**src/rtl/scfr_pkg.sv**
```systemverilog
// shared widths, register indexes and lookup structs of the serial frame receiver
package scfr_pkg;

	localparam int BYTE_W    = 8;
	localparam int LEN_W     = 4;
	localparam int PAYLOAD_W = 64;
	localparam int EIDX_W    = 2;
	localparam int ENTRY_W   = 12;
	localparam int COUNT_W   = 3;
	localparam int REG_IDX_W = 3;
	localparam int SUM_W     = 16;
	localparam int LANES     = PAYLOAD_W / BYTE_W;
	localparam int POS_W     = $clog2(LANES);
	// entries a register can address
	localparam int REG_ENTRIES = 4;
	localparam int MAX_LEN     = 8;

	localparam logic [BYTE_W-1:0] PREAMBLE = 8'hAA;

	// configuration register indexes
	localparam logic [REG_IDX_W-1:0] REG_ENTRY_COUNT = 3'd0;
	localparam logic [REG_IDX_W-1:0] REG_ENTRY_ZERO  = 3'd1;
	localparam logic [REG_IDX_W-1:0] REG_ENTRY_LAST  = 3'd4;

	typedef struct packed {
		logic [BYTE_W-1:0] rx_byte;
		logic [EIDX_W-1:0] sel;
	} lookup_req_t;

	typedef struct packed {
		logic              id_hit;
		logic [EIDX_W-1:0] id_index;
		logic              len_ok;
	} lookup_resp_t;

endpackage

```
**src/rtl/scfr_if.sv**
```systemverilog
// valid/ready channels for received bytes and accepted frames
interface scfr_byte_if;
	logic                         valid;
	logic                         ready;
	logic [scfr_pkg::BYTE_W-1:0] rx_byte;

	modport source (output valid, output rx_byte, input ready);
	modport sink (input valid, input rx_byte, output ready);
endinterface

interface scfr_frame_if;
	logic                            valid;
	logic                            ready;
	logic [scfr_pkg::BYTE_W-1:0]    frame_id;
	logic [scfr_pkg::LEN_W-1:0]     frame_length;
	logic [scfr_pkg::PAYLOAD_W-1:0] frame_payload;
	logic [scfr_pkg::EIDX_W-1:0]    entry_index;

	modport source (output valid, output frame_id, output frame_length,
		output frame_payload, output entry_index, input ready);
	modport sink (input valid, input frame_id, input frame_length,
		input frame_payload, input entry_index, output ready);
endinterface

```
**src/rtl/scfr_table.sv**
```systemverilog
// identifier table registers with first-match lookup and length check
module scfr_table #(
	parameter int TABLE_ENTRIES = 4
) (
	input  logic                                clk,
	input  logic                                arst_n,
	input  logic                                wr_en,
	input  logic [scfr_pkg::REG_IDX_W-1:0]      wr_index,
	input  logic [scfr_pkg::ENTRY_W-1:0]        wr_data,
	input  scfr_pkg::lookup_req_t               req,
	output scfr_pkg::lookup_resp_t              resp
);
	import scfr_pkg::*;

	logic [COUNT_W-1:0]   count_q;
	logic [ENTRY_W-1:0]   entry_q [TABLE_ENTRIES];
	logic [REG_IDX_W-1:0] wr_entry;
	logic [LEN_W-1:0]     want_len;

	assign wr_entry = wr_index - REG_ENTRY_ZERO;

	// register writes, entries beyond the table are dropped
	always_ff @(posedge clk or negedge arst_n) begin
		if (!arst_n) begin
			count_q <= '0;
			for (int k = 0; k < TABLE_ENTRIES; k++) begin
				entry_q[k] <= '0;
			end
		end else if (wr_en) begin
			if (wr_index == REG_ENTRY_COUNT) begin
				count_q <= wr_data[COUNT_W-1:0];
			end
			if (wr_index >= REG_ENTRY_ZERO && wr_index <= REG_ENTRY_LAST) begin
				for (int k = 0; k < TABLE_ENTRIES; k++) begin
					if (REG_IDX_W'(k) == wr_entry) begin
						entry_q[k] <= wr_data;
					end
				end
			end
		end
	end

	always_comb begin
		// identifier match, lowest enabled entry wins
		resp.id_hit   = 1'b0;
		resp.id_index = '0;
		for (int k = TABLE_ENTRIES - 1; k >= 0; k--) begin
			if (COUNT_W'(k) < count_q && entry_q[k][BYTE_W-1:0] == req.rx_byte) begin
				resp.id_hit   = 1'b1;
				resp.id_index = EIDX_W'(k);
			end
		end
		// expected length of the matched entry
		want_len = '0;
		for (int k = 0; k < TABLE_ENTRIES; k++) begin
			if (k < REG_ENTRIES && EIDX_W'(k) == req.sel) begin
				want_len = entry_q[k][ENTRY_W-1:BYTE_W];
			end
		end
		resp.len_ok = (want_len <= LEN_W'(MAX_LEN))
			&& (req.rx_byte == {{(BYTE_W-LEN_W){1'b0}}, want_len});
	end

endmodule

```
**src/rtl/scfr_parse.sv**
```systemverilog
// input register, frame state machine and result register
module scfr_parse (
	input  logic                   clk,
	input  logic                   arst_n,
	scfr_byte_if.sink              rx,
	scfr_frame_if.source           frame,
	output scfr_pkg::lookup_req_t  req,
	input  scfr_pkg::lookup_resp_t resp
);
	import scfr_pkg::*;

	localparam logic [2:0] PH_SEARCH = 3'd0;
	localparam logic [2:0] PH_ID     = 3'd1;
	localparam logic [2:0] PH_LEN    = 3'd2;
	localparam logic [2:0] PH_DATA   = 3'd3;
	localparam logic [2:0] PH_SUM_HI = 3'd4;
	localparam logic [2:0] PH_SUM_LO = 3'd5;

	logic                 valid_s1;
	logic [BYTE_W-1:0]    byte_s1;
	logic                 advance;

	logic [2:0]           phase_q, phase_d;
	logic [EIDX_W-1:0]    matched_q, matched_d;
	logic [LEN_W-1:0]     left_q, left_d;
	logic [POS_W-1:0]     pos_q, pos_d;
	logic [SUM_W-1:0]     sum_q, sum_d, sum_add;
	logic [BYTE_W-1:0]    chk_hi_q, chk_hi_d;
	logic [BYTE_W-1:0]    id_q, id_d;
	logic [LEN_W-1:0]     len_q, len_d;
	logic [PAYLOAD_W-1:0] payload_q, payload_d;
	logic                 produce;

	logic                 out_valid_q;
	logic [BYTE_W-1:0]    out_id_q;
	logic [LEN_W-1:0]     out_len_q;
	logic [PAYLOAD_W-1:0] out_payload_q;
	logic [EIDX_W-1:0]    out_index_q;

	// handshake: the input stage moves on when the result register can take a word
	assign advance  = valid_s1 && (!out_valid_q || frame.ready);
	assign rx.ready = !valid_s1 || advance;

	// input register
	always_ff @(posedge clk or negedge arst_n) begin
		if (!arst_n) begin
			valid_s1 <= 1'b0;
		end else if (rx.ready) begin
			valid_s1 <= rx.valid;
		end
	end

	always_ff @(posedge clk) begin
		if (rx.valid && rx.ready) begin
			byte_s1 <= rx.rx_byte;
		end
	end

	assign req     = '{rx_byte: byte_s1, sel: matched_q};
	assign sum_add = sum_q + {{(SUM_W-BYTE_W){1'b0}}, byte_s1};

	// next frame state for the byte in the input register
	always_comb begin
		phase_d   = PH_SEARCH;
		matched_d = matched_q;
		left_d    = left_q;
		pos_d     = pos_q;
		sum_d     = sum_q;
		chk_hi_d  = chk_hi_q;
		id_d      = id_q;
		len_d     = len_q;
		payload_d = payload_q;
		produce   = 1'b0;
		case (phase_q)
			PH_ID: begin
				if (resp.id_hit) begin
					matched_d = resp.id_index;
					id_d      = byte_s1;
					sum_d     = sum_add;
					phase_d   = PH_LEN;
				end
			end
			PH_LEN: begin
				if (resp.len_ok) begin
					len_d   = byte_s1[LEN_W-1:0];
					left_d  = byte_s1[LEN_W-1:0];
					pos_d   = '0;
					sum_d   = sum_add;
					phase_d = PH_DATA;
				end
			end
			PH_DATA: begin
				if (left_q != '0) begin
					for (int k = 0; k < LANES; k++) begin
						if (POS_W'(k) == pos_q) begin
							payload_d[k*BYTE_W +: BYTE_W] =
								payload_q[k*BYTE_W +: BYTE_W] | byte_s1;
						end
					end
					sum_d   = sum_add;
					pos_d   = pos_q + POS_W'(1);
					left_d  = left_q - LEN_W'(1);
					phase_d = (left_q == LEN_W'(1)) ? PH_SUM_HI : PH_DATA;
				end
			end
			PH_SUM_HI: begin
				chk_hi_d = byte_s1;
				phase_d  = PH_SUM_LO;
			end
			PH_SUM_LO: begin
				produce = ({chk_hi_q, byte_s1} == sum_q);
			end
			default: begin
				// preamble search, also for the unused codes
				if (byte_s1 == PREAMBLE) begin
					left_d    = '0;
					pos_d     = '0;
					matched_d = '0;
					chk_hi_d  = '0;
					id_d      = '0;
					len_d     = '0;
					payload_d = '0;
					sum_d     = {{(SUM_W-BYTE_W){1'b0}}, byte_s1};
					phase_d   = PH_ID;
				end
			end
		endcase
	end

	// frame state
	always_ff @(posedge clk or negedge arst_n) begin
		if (!arst_n) begin
			phase_q   <= PH_SEARCH;
			matched_q <= '0;
			left_q    <= '0;
			pos_q     <= '0;
			sum_q     <= '0;
			chk_hi_q  <= '0;
			id_q      <= '0;
			len_q     <= '0;
			payload_q <= '0;
		end else if (advance) begin
			phase_q   <= phase_d;
			matched_q <= matched_d;
			left_q    <= left_d;
			pos_q     <= pos_d;
			sum_q     <= sum_d;
			chk_hi_q  <= chk_hi_d;
			id_q      <= id_d;
			len_q     <= len_d;
			payload_q <= payload_d;
		end
	end

	// result register
	always_ff @(posedge clk or negedge arst_n) begin
		if (!arst_n) begin
			out_valid_q <= 1'b0;
		end else if (advance) begin
			out_valid_q <= produce;
		end else if (frame.ready) begin
			out_valid_q <= 1'b0;
		end
	end

	always_ff @(posedge clk) begin
		if (advance && produce) begin
			out_id_q      <= id_q;
			out_len_q     <= len_q;
			out_payload_q <= payload_q;
			out_index_q   <= matched_q;
		end
	end

	assign frame.valid         = out_valid_q;
	assign frame.frame_id      = out_id_q;
	assign frame.frame_length  = out_len_q;
	assign frame.frame_payload = out_payload_q;
	assign frame.entry_index   = out_index_q;

endmodule

```
**src/rtl/serial_can_frame_receiver.sv**
```systemverilog
// serial frame receiver: byte in, checked frame with table entry out
// one byte word accepted per cycle, back to back, while the result side takes words
// a byte is held in the input register, the frame result shows the cycle after
// its last checksum byte is processed, valid from the result register
// the input register stalls only while an unread result blocks the result register
// reset clears the table, the entry count and the frame state to preamble search
module serial_can_frame_receiver #(
	parameter int TABLE_ENTRIES = 4
) (
	input  logic                           clk,
	input  logic                           arst_n,
	input  logic                           wr_en,
	input  logic [scfr_pkg::REG_IDX_W-1:0] wr_index,
	input  logic [scfr_pkg::ENTRY_W-1:0]   wr_data,
	scfr_byte_if.sink                      rx,
	scfr_frame_if.source                   frame
);
	import scfr_pkg::*;

	lookup_req_t  req;
	lookup_resp_t resp;

	// identifier table
	scfr_table #(
		.TABLE_ENTRIES (TABLE_ENTRIES)
	) u_table (
		.clk      (clk),
		.arst_n   (arst_n),
		.wr_en    (wr_en),
		.wr_index (wr_index),
		.wr_data  (wr_data),
		.req      (req),
		.resp     (resp)
	);

	// frame parser
	scfr_parse u_parse (
		.clk    (clk),
		.arst_n (arst_n),
		.rx     (rx),
		.frame  (frame),
		.req    (req),
		.resp   (resp)
	);

endmodule
```
**src/flat_wrapper.sv**
```systemverilog
// flat-port wrapper written by rule: the top's interface ports become plain ports
module serial_can_frame_receiver_flat import scfr_pkg::*;
#(
	parameter int TABLE_ENTRIES = 4
)
  (clk, arst_n, wr_en, wr_index, wr_data, rx_valid, rx_rx_byte, rx_ready, frame_valid, frame_frame_id, frame_frame_length, frame_frame_payload, frame_entry_index, frame_ready);
  scfr_byte_if rx_i ();
  scfr_frame_if frame_i ();
  input  logic clk;
  input  logic arst_n;
  input  logic wr_en;
  input  logic [scfr_pkg::REG_IDX_W-1:0] wr_index;
  input  logic [scfr_pkg::ENTRY_W-1:0] wr_data;
  input wire logic [$bits(rx_i.valid)-1:0] rx_valid;
  input wire logic [$bits(rx_i.rx_byte)-1:0] rx_rx_byte;
  output wire logic [$bits(rx_i.ready)-1:0] rx_ready;
  output wire logic [$bits(frame_i.valid)-1:0] frame_valid;
  output wire logic [$bits(frame_i.frame_id)-1:0] frame_frame_id;
  output wire logic [$bits(frame_i.frame_length)-1:0] frame_frame_length;
  output wire logic [$bits(frame_i.frame_payload)-1:0] frame_frame_payload;
  output wire logic [$bits(frame_i.entry_index)-1:0] frame_entry_index;
  input wire logic [$bits(frame_i.ready)-1:0] frame_ready;
  assign rx_i.valid = rx_valid;
  assign rx_i.rx_byte = rx_rx_byte;
  assign rx_ready = rx_i.ready;
  assign frame_valid = frame_i.valid;
  assign frame_frame_id = frame_i.frame_id;
  assign frame_frame_length = frame_i.frame_length;
  assign frame_frame_payload = frame_i.frame_payload;
  assign frame_entry_index = frame_i.entry_index;
  assign frame_i.ready = frame_ready;
  serial_can_frame_receiver #(.TABLE_ENTRIES(TABLE_ENTRIES)) u_core (.clk(clk), .arst_n(arst_n), .wr_en(wr_en), .wr_index(wr_index), .wr_data(wr_data), .rx(rx_i), .frame(frame_i));
endmodule
```
**config.mk**
```make
export PLATFORM = sky130hd
export DESIGN_NAME = serial_can_frame_receiver_flat
export DESIGN_NICKNAME = d
export VERILOG_FILES = /design/src/rtl/scfr_pkg.sv /design/src/rtl/scfr_if.sv /design/src/rtl/scfr_table.sv /design/src/rtl/scfr_parse.sv /design/src/rtl/serial_can_frame_receiver.sv /design/src/flat_wrapper.sv
export SDC_FILE = /design/constraint.sdc
export NUM_CORES = 1
export LEC_CHECK = 0
export ABC_AREA = 1
export BUFFER_PORTS_ARGS = -buffer_cell sky130_fd_sc_hd__buf_2
export CORE_ASPECT_RATIO = 1.2
export CORE_MARGIN = 1
export CORE_UTILIZATION = 60
export CTS_CLUSTER_SIZE = 8
export DETAILED_ROUTE_END_ITERATION = 10
export PLACE_DENSITY = 0.8
export SYNTH_ARGS = -nofsm -noshare
export SYNTH_HDL_FRONTEND = slang
export SYNTH_HIERARCHICAL = 1
export SYNTH_SLANG_ARGS = --single-unit
```
**constraint.sdc**
```tcl
create_clock -name clk -period 4.6 [get_ports clk]
set_input_delay 0.23 -clock clk [delete_from_list [all_inputs] [get_ports clk]]
set_output_delay 0.23 -clock clk [all_outputs]
set_load 0.02 [all_outputs]
```
==> impl_metrics.env <==
export IMPL_status="complete, no violations"
export IMPL_wl_per_cell_um=16.5
export IMPL_drc_errors=0
export IMPL_crit_chain="inv_1 -> nand2_1 -> o21ai_0 -> nor3_1 -> nand3_1 -> nand2_1 -> inv_1 -> nand2_1 -> nor2_1 -> nor2_1 -> nand2_1 -> nor2_1 -> buf_4 -> inv_1 -> nand2_1 -> o21ai_0"
export IMPL_dieArea_um2=20100
export IMPL_synth_seq_cells=251
export IMPL_critPathBufInv=4
export IMPL_fillers=1428
export IMPL_grt_pass1_vias=8761
export IMPL_cts_buffers=37
export IMPL_fin_crit_ns=3.11
export IMPL_postCtsSetupRepairBufs=0
export IMPL_r2r_cells=16
export IMPL_dr_total_vias=9000
export IMPL_grt_total_usage_pct=28.0
export IMPL_cp_depth=16
export IMPL_io_pins=108
export IMPL_synth_edf_count=86
export IMPL_hold_path_class="primary input to register"
export IMPL_drtAntennaViolNets=0
export IMPL_ir_drop_v=0.000339
export IMPL_clock_skew_ns=0.0175
export IMPL_die_w_um=129
export IMPL_p_leak_uw=0.00615
export IMPL_fp_dieH_um=155
export IMPL_final_max_slew_viol_count=0
export IMPL_start_util_pct=61.6
export IMPL_drtPass1Iterations=9
export IMPL_first_iter_violations=665
export IMPL_yosys_warnings=6
export IMPL_synth_avg_cell_area_um2=9.56
export IMPL_dpl_cell_count=1550
export IMPL_setup_viol=0
export IMPL_rows=55
export IMPL_drive_gt1_share_pct=19.0
export IMPL_ys_flop_type="dfrtp_1"
export IMPL_fin_cells=1634
export IMPL_min_delay_path_depth=3
export IMPL_crit_path_frequent_cell="nand2_1"
export IMPL_clkTransAtPathRegs_ns=0.05
export IMPL_numClockSinks=251
export IMPL_nets=1399
export IMPL_portBuffers=107
export IMPL_ys_seq_area_share_pct=57.4
export IMPL_critPathTopFamily="simple AND/OR/NAND/NOR gates"
export IMPL_max_slew_margin_pct=34.4
export IMPL_synthToLayoutAreaGrowth_pct=16.5
export IMPL_clk_insertion_delay_late_ns=0.51
export IMPL_wirelength_um=27000
export IMPL_synthCells=1223
export IMPL_vias_per_cell=5.51
export IMPL_cts_tree="done"
export IMPL_cap_violations=0
export IMPL_cp_arrival_ns=3.48
export IMPL_critPathMaxFanout=22
export IMPL_htree_levels=2
export IMPL_clockRootBuffer="clkbuf_16"
export IMPL_grt_first_pass_wirelength_um=43300
export IMPL_finalPower_uw=6410
export IMPL_mostFrequentLayoutCells="nand2_1 (315), dfrtp_1 (165), o21ai_0 (137)"
export IMPL_criticalPathCategory="register to register"
export IMPL_clk_path_buf_depth=3
export IMPL_fin_crit_sh_pct=67.6
export IMPL_antenna_found_initial=2
export IMPL_power_density_nw_per_um2=471
export IMPL_start_kind="register"
export IMPL_grt_max_degree=91
export IMPL_tightest_slew_ns=0.976
export IMPL_max_stage_delay_ns=0.95
export IMPL_rsz0062_at_grt="no"
export IMPL_critPathSlowestCell="edfxtp_1"
export IMPL_gr_total_overflow=0
export IMPL_cp_required_ns=4.97
export IMPL_hold_viol=0
export IMPL_synth_nets=1270
export IMPL_end_kind="register"
export IMPL_core_area_um2=19000
export IMPL_gp_congestion=0.875
export IMPL_syn_area_um2=11700
export IMPL_fin_setup_tns_ns=0
export IMPL_ys_async_sr_fraction_pct=65.7
export IMPL_layout_commonest_cell="nand2_1"
export IMPL_hpwl_um=17300
export IMPL_synth_distinct_cells=42
export IMPL_fmax_mhz=322
-- layout make-up --
type | count | area [um2] | share of cell area [%]
clock inverters | 4 | 71.3 | 0.524
repair buffers | 129 | 779 | 5.72
diodes | 1 | 2.50 | 0.0184
inverters | 125 | 469 | 3.44
multi-input cells | 808 | 4260 | 31.2
clock buffers | 60 | 1010 | 7.43
flip-flops and latches | 251 | 6710 | 49.3
well taps | 256 | 320 | 2.35
-- registers in the layout, indices dropped and copies added, names as in the netlist --
| name | cells |
|---|---|
| u_core/u_parse/valid_s1 | 1 |
| u_core/u_parse/left_q | 4 |
| u_core/u_parse/matched_q | 2 |
| u_core/u_parse/frame.entry_index | 2 |
| u_core/u_parse/frame.frame_id | 8 |
| u_core/u_parse/len_q | 4 |
| u_core/u_parse/id_q | 8 |
| u_core/u_parse/chk_hi_q | 8 |
| u_core/u_parse/payload_q | 64 |
| u_core/u_parse/frame.frame_length | 4 |
| u_core/u_parse/phase_q | 3 |
| u_core/u_parse/frame.frame_payload | 64 |
| u_core/u_parse/pos_q | 3 |
| u_core/u_table/entry_q | 48 |
| u_core/u_parse/frame.valid | 1 |
| u_core/u_parse/byte_s1 | 8 |
| u_core/u_table/count_q | 3 |
| u_core/u_parse/sum_q | 16 |
-- per-stage QoR --
step | worst slack, ns | area, um2 | utilization, % | hold WS, ns
6_report | 1.49 | 13600 | 71.7 | 0.0310
3_3_place_gp | 1.71 | 12300 | 65.0 | 0.310
3_5_place_dp | 1.59 | 12300 | 65.0 | 0.319
2_1_floorplan | 1.24 | 11700 | - | -0.0656
5_1_grt | 1.17 | 13600 | 71.7 | 0.0187
4_1_cts | 1.59 | 13600 | 71.7 | 0.00758
-- worst paths after layout --
path | from | to | slack, ns
setup / recovery | u_core/u_parse/byte_s1[1]$_DFFE_PP_ | u_core/u_parse/sum_q[1]$_DFFE_PN0P_ | 1.49
hold / removal | wr_data[3] | u_core/u_table/entry_q[15]$_DFFE_PN0P_ | 0.03
setup reg to reg | u_core/u_parse/byte_s1[1]$_DFFE_PP_ | u_core/u_parse/sum_q[1]$_DFFE_PN0P_ | 1.49
hold reg to reg | u_core/u_parse/len_q[1]$_DFFE_PN0P_ | u_core/u_parse/frame.frame_length[1]$_DFFE_PP_ | 0.45
max in group asynchronous | arst_n | u_core/u_table/entry_q[29]$_DFFE_PN0P_ | 3.34
min in group asynchronous | arst_n | u_core/u_parse/payload_q[14]$_DFFE_PN0P_ | 0.34
-- metal layers --
layer	track usage (%)	vias up	part of all wire, %	wire (um)
li1	-	4303	-	-
met1	36.2	4280	42	11300
met2	47.5	350	50	13400
met3	4.37	65	5.9	1590
met4	10.6	2	2.5	669
met5	0	-	0.056	15
-- worst reg2reg max path: stages (launching register included) --
cell and delay [ns]:
edfxtp_1 0.95, inv_1 0.23, nand2_1 0.11, o21ai_0 0.11, nor3_1 0.18, nand3_1 0.12, nand2_1 0.10, inv_1 0.04
nand2_1 0.08, nor2_1 0.05, nor2_1 0.12, nand2_1 0.07, nor2_1 0.09, buf_4 0.25, inv_1 0.25, nand2_1 0.13
o21ai_0 0.09
-- power by group --
| part | internal [uW] | switching (uW) |
|---|---|---|
| clock network | 1560 | 934 |
| registers | 2580 | 243 |
| logic | 418 | 678 |
-- synthesized netlist by cell type (4+ instances only) --
cell / count / area share, %
nand2_1: 315 / 10
dfrtp_1: 165 / 35
o21ai_0: 137 / 5.9
inv_1: 118 / 3.8
edfxtp_1: 86 / 22
nor2_1: 72 / 2.3
nand3_1: 65 / 2.8
o21ai_2: 65 / 4.9
a21oi_1: 21 / 0.90
ha_1: 18 / 1.9
nand2_2: 18 / 0.96
xnor2_1: 16 / 1.2
clkbuf_1: 15 / 0.48
buf_6: 13 / 1.3
o21a_1: 11 / 0.71
o22ai_1: 11 / 0.59
nand2_4: 9 / 0.87
nand4_1: 9 / 0.48
buf_2: 8 / 0.34
inv_2: 6 / 0.19
xor2_1: 6 / 0.45
nor3_1: 4 / 0.17
o21ai_1: 4 / 0.17
or2_2: 4 / 0.21
-- repair_timing --
| action | in CTS | in global routing |
|---|---|---|
| hold endpoints to repair | 94 | 0 |
| hold buffers | 19 | 0 |
| gates resized for setup | 0 | 0 |
-- cells by family after synthesis --
kind of cell / share of synthesized area [%]
adders and majority gates: 2.10
DFF: 57.4
AOI/OAI and AO/OA: 13.7
and+or+nand+nor: 18.9
xor gates and xnor gates: 1.65
buffers and inverters: 6.24
Power figures use the tool's default switching activity.
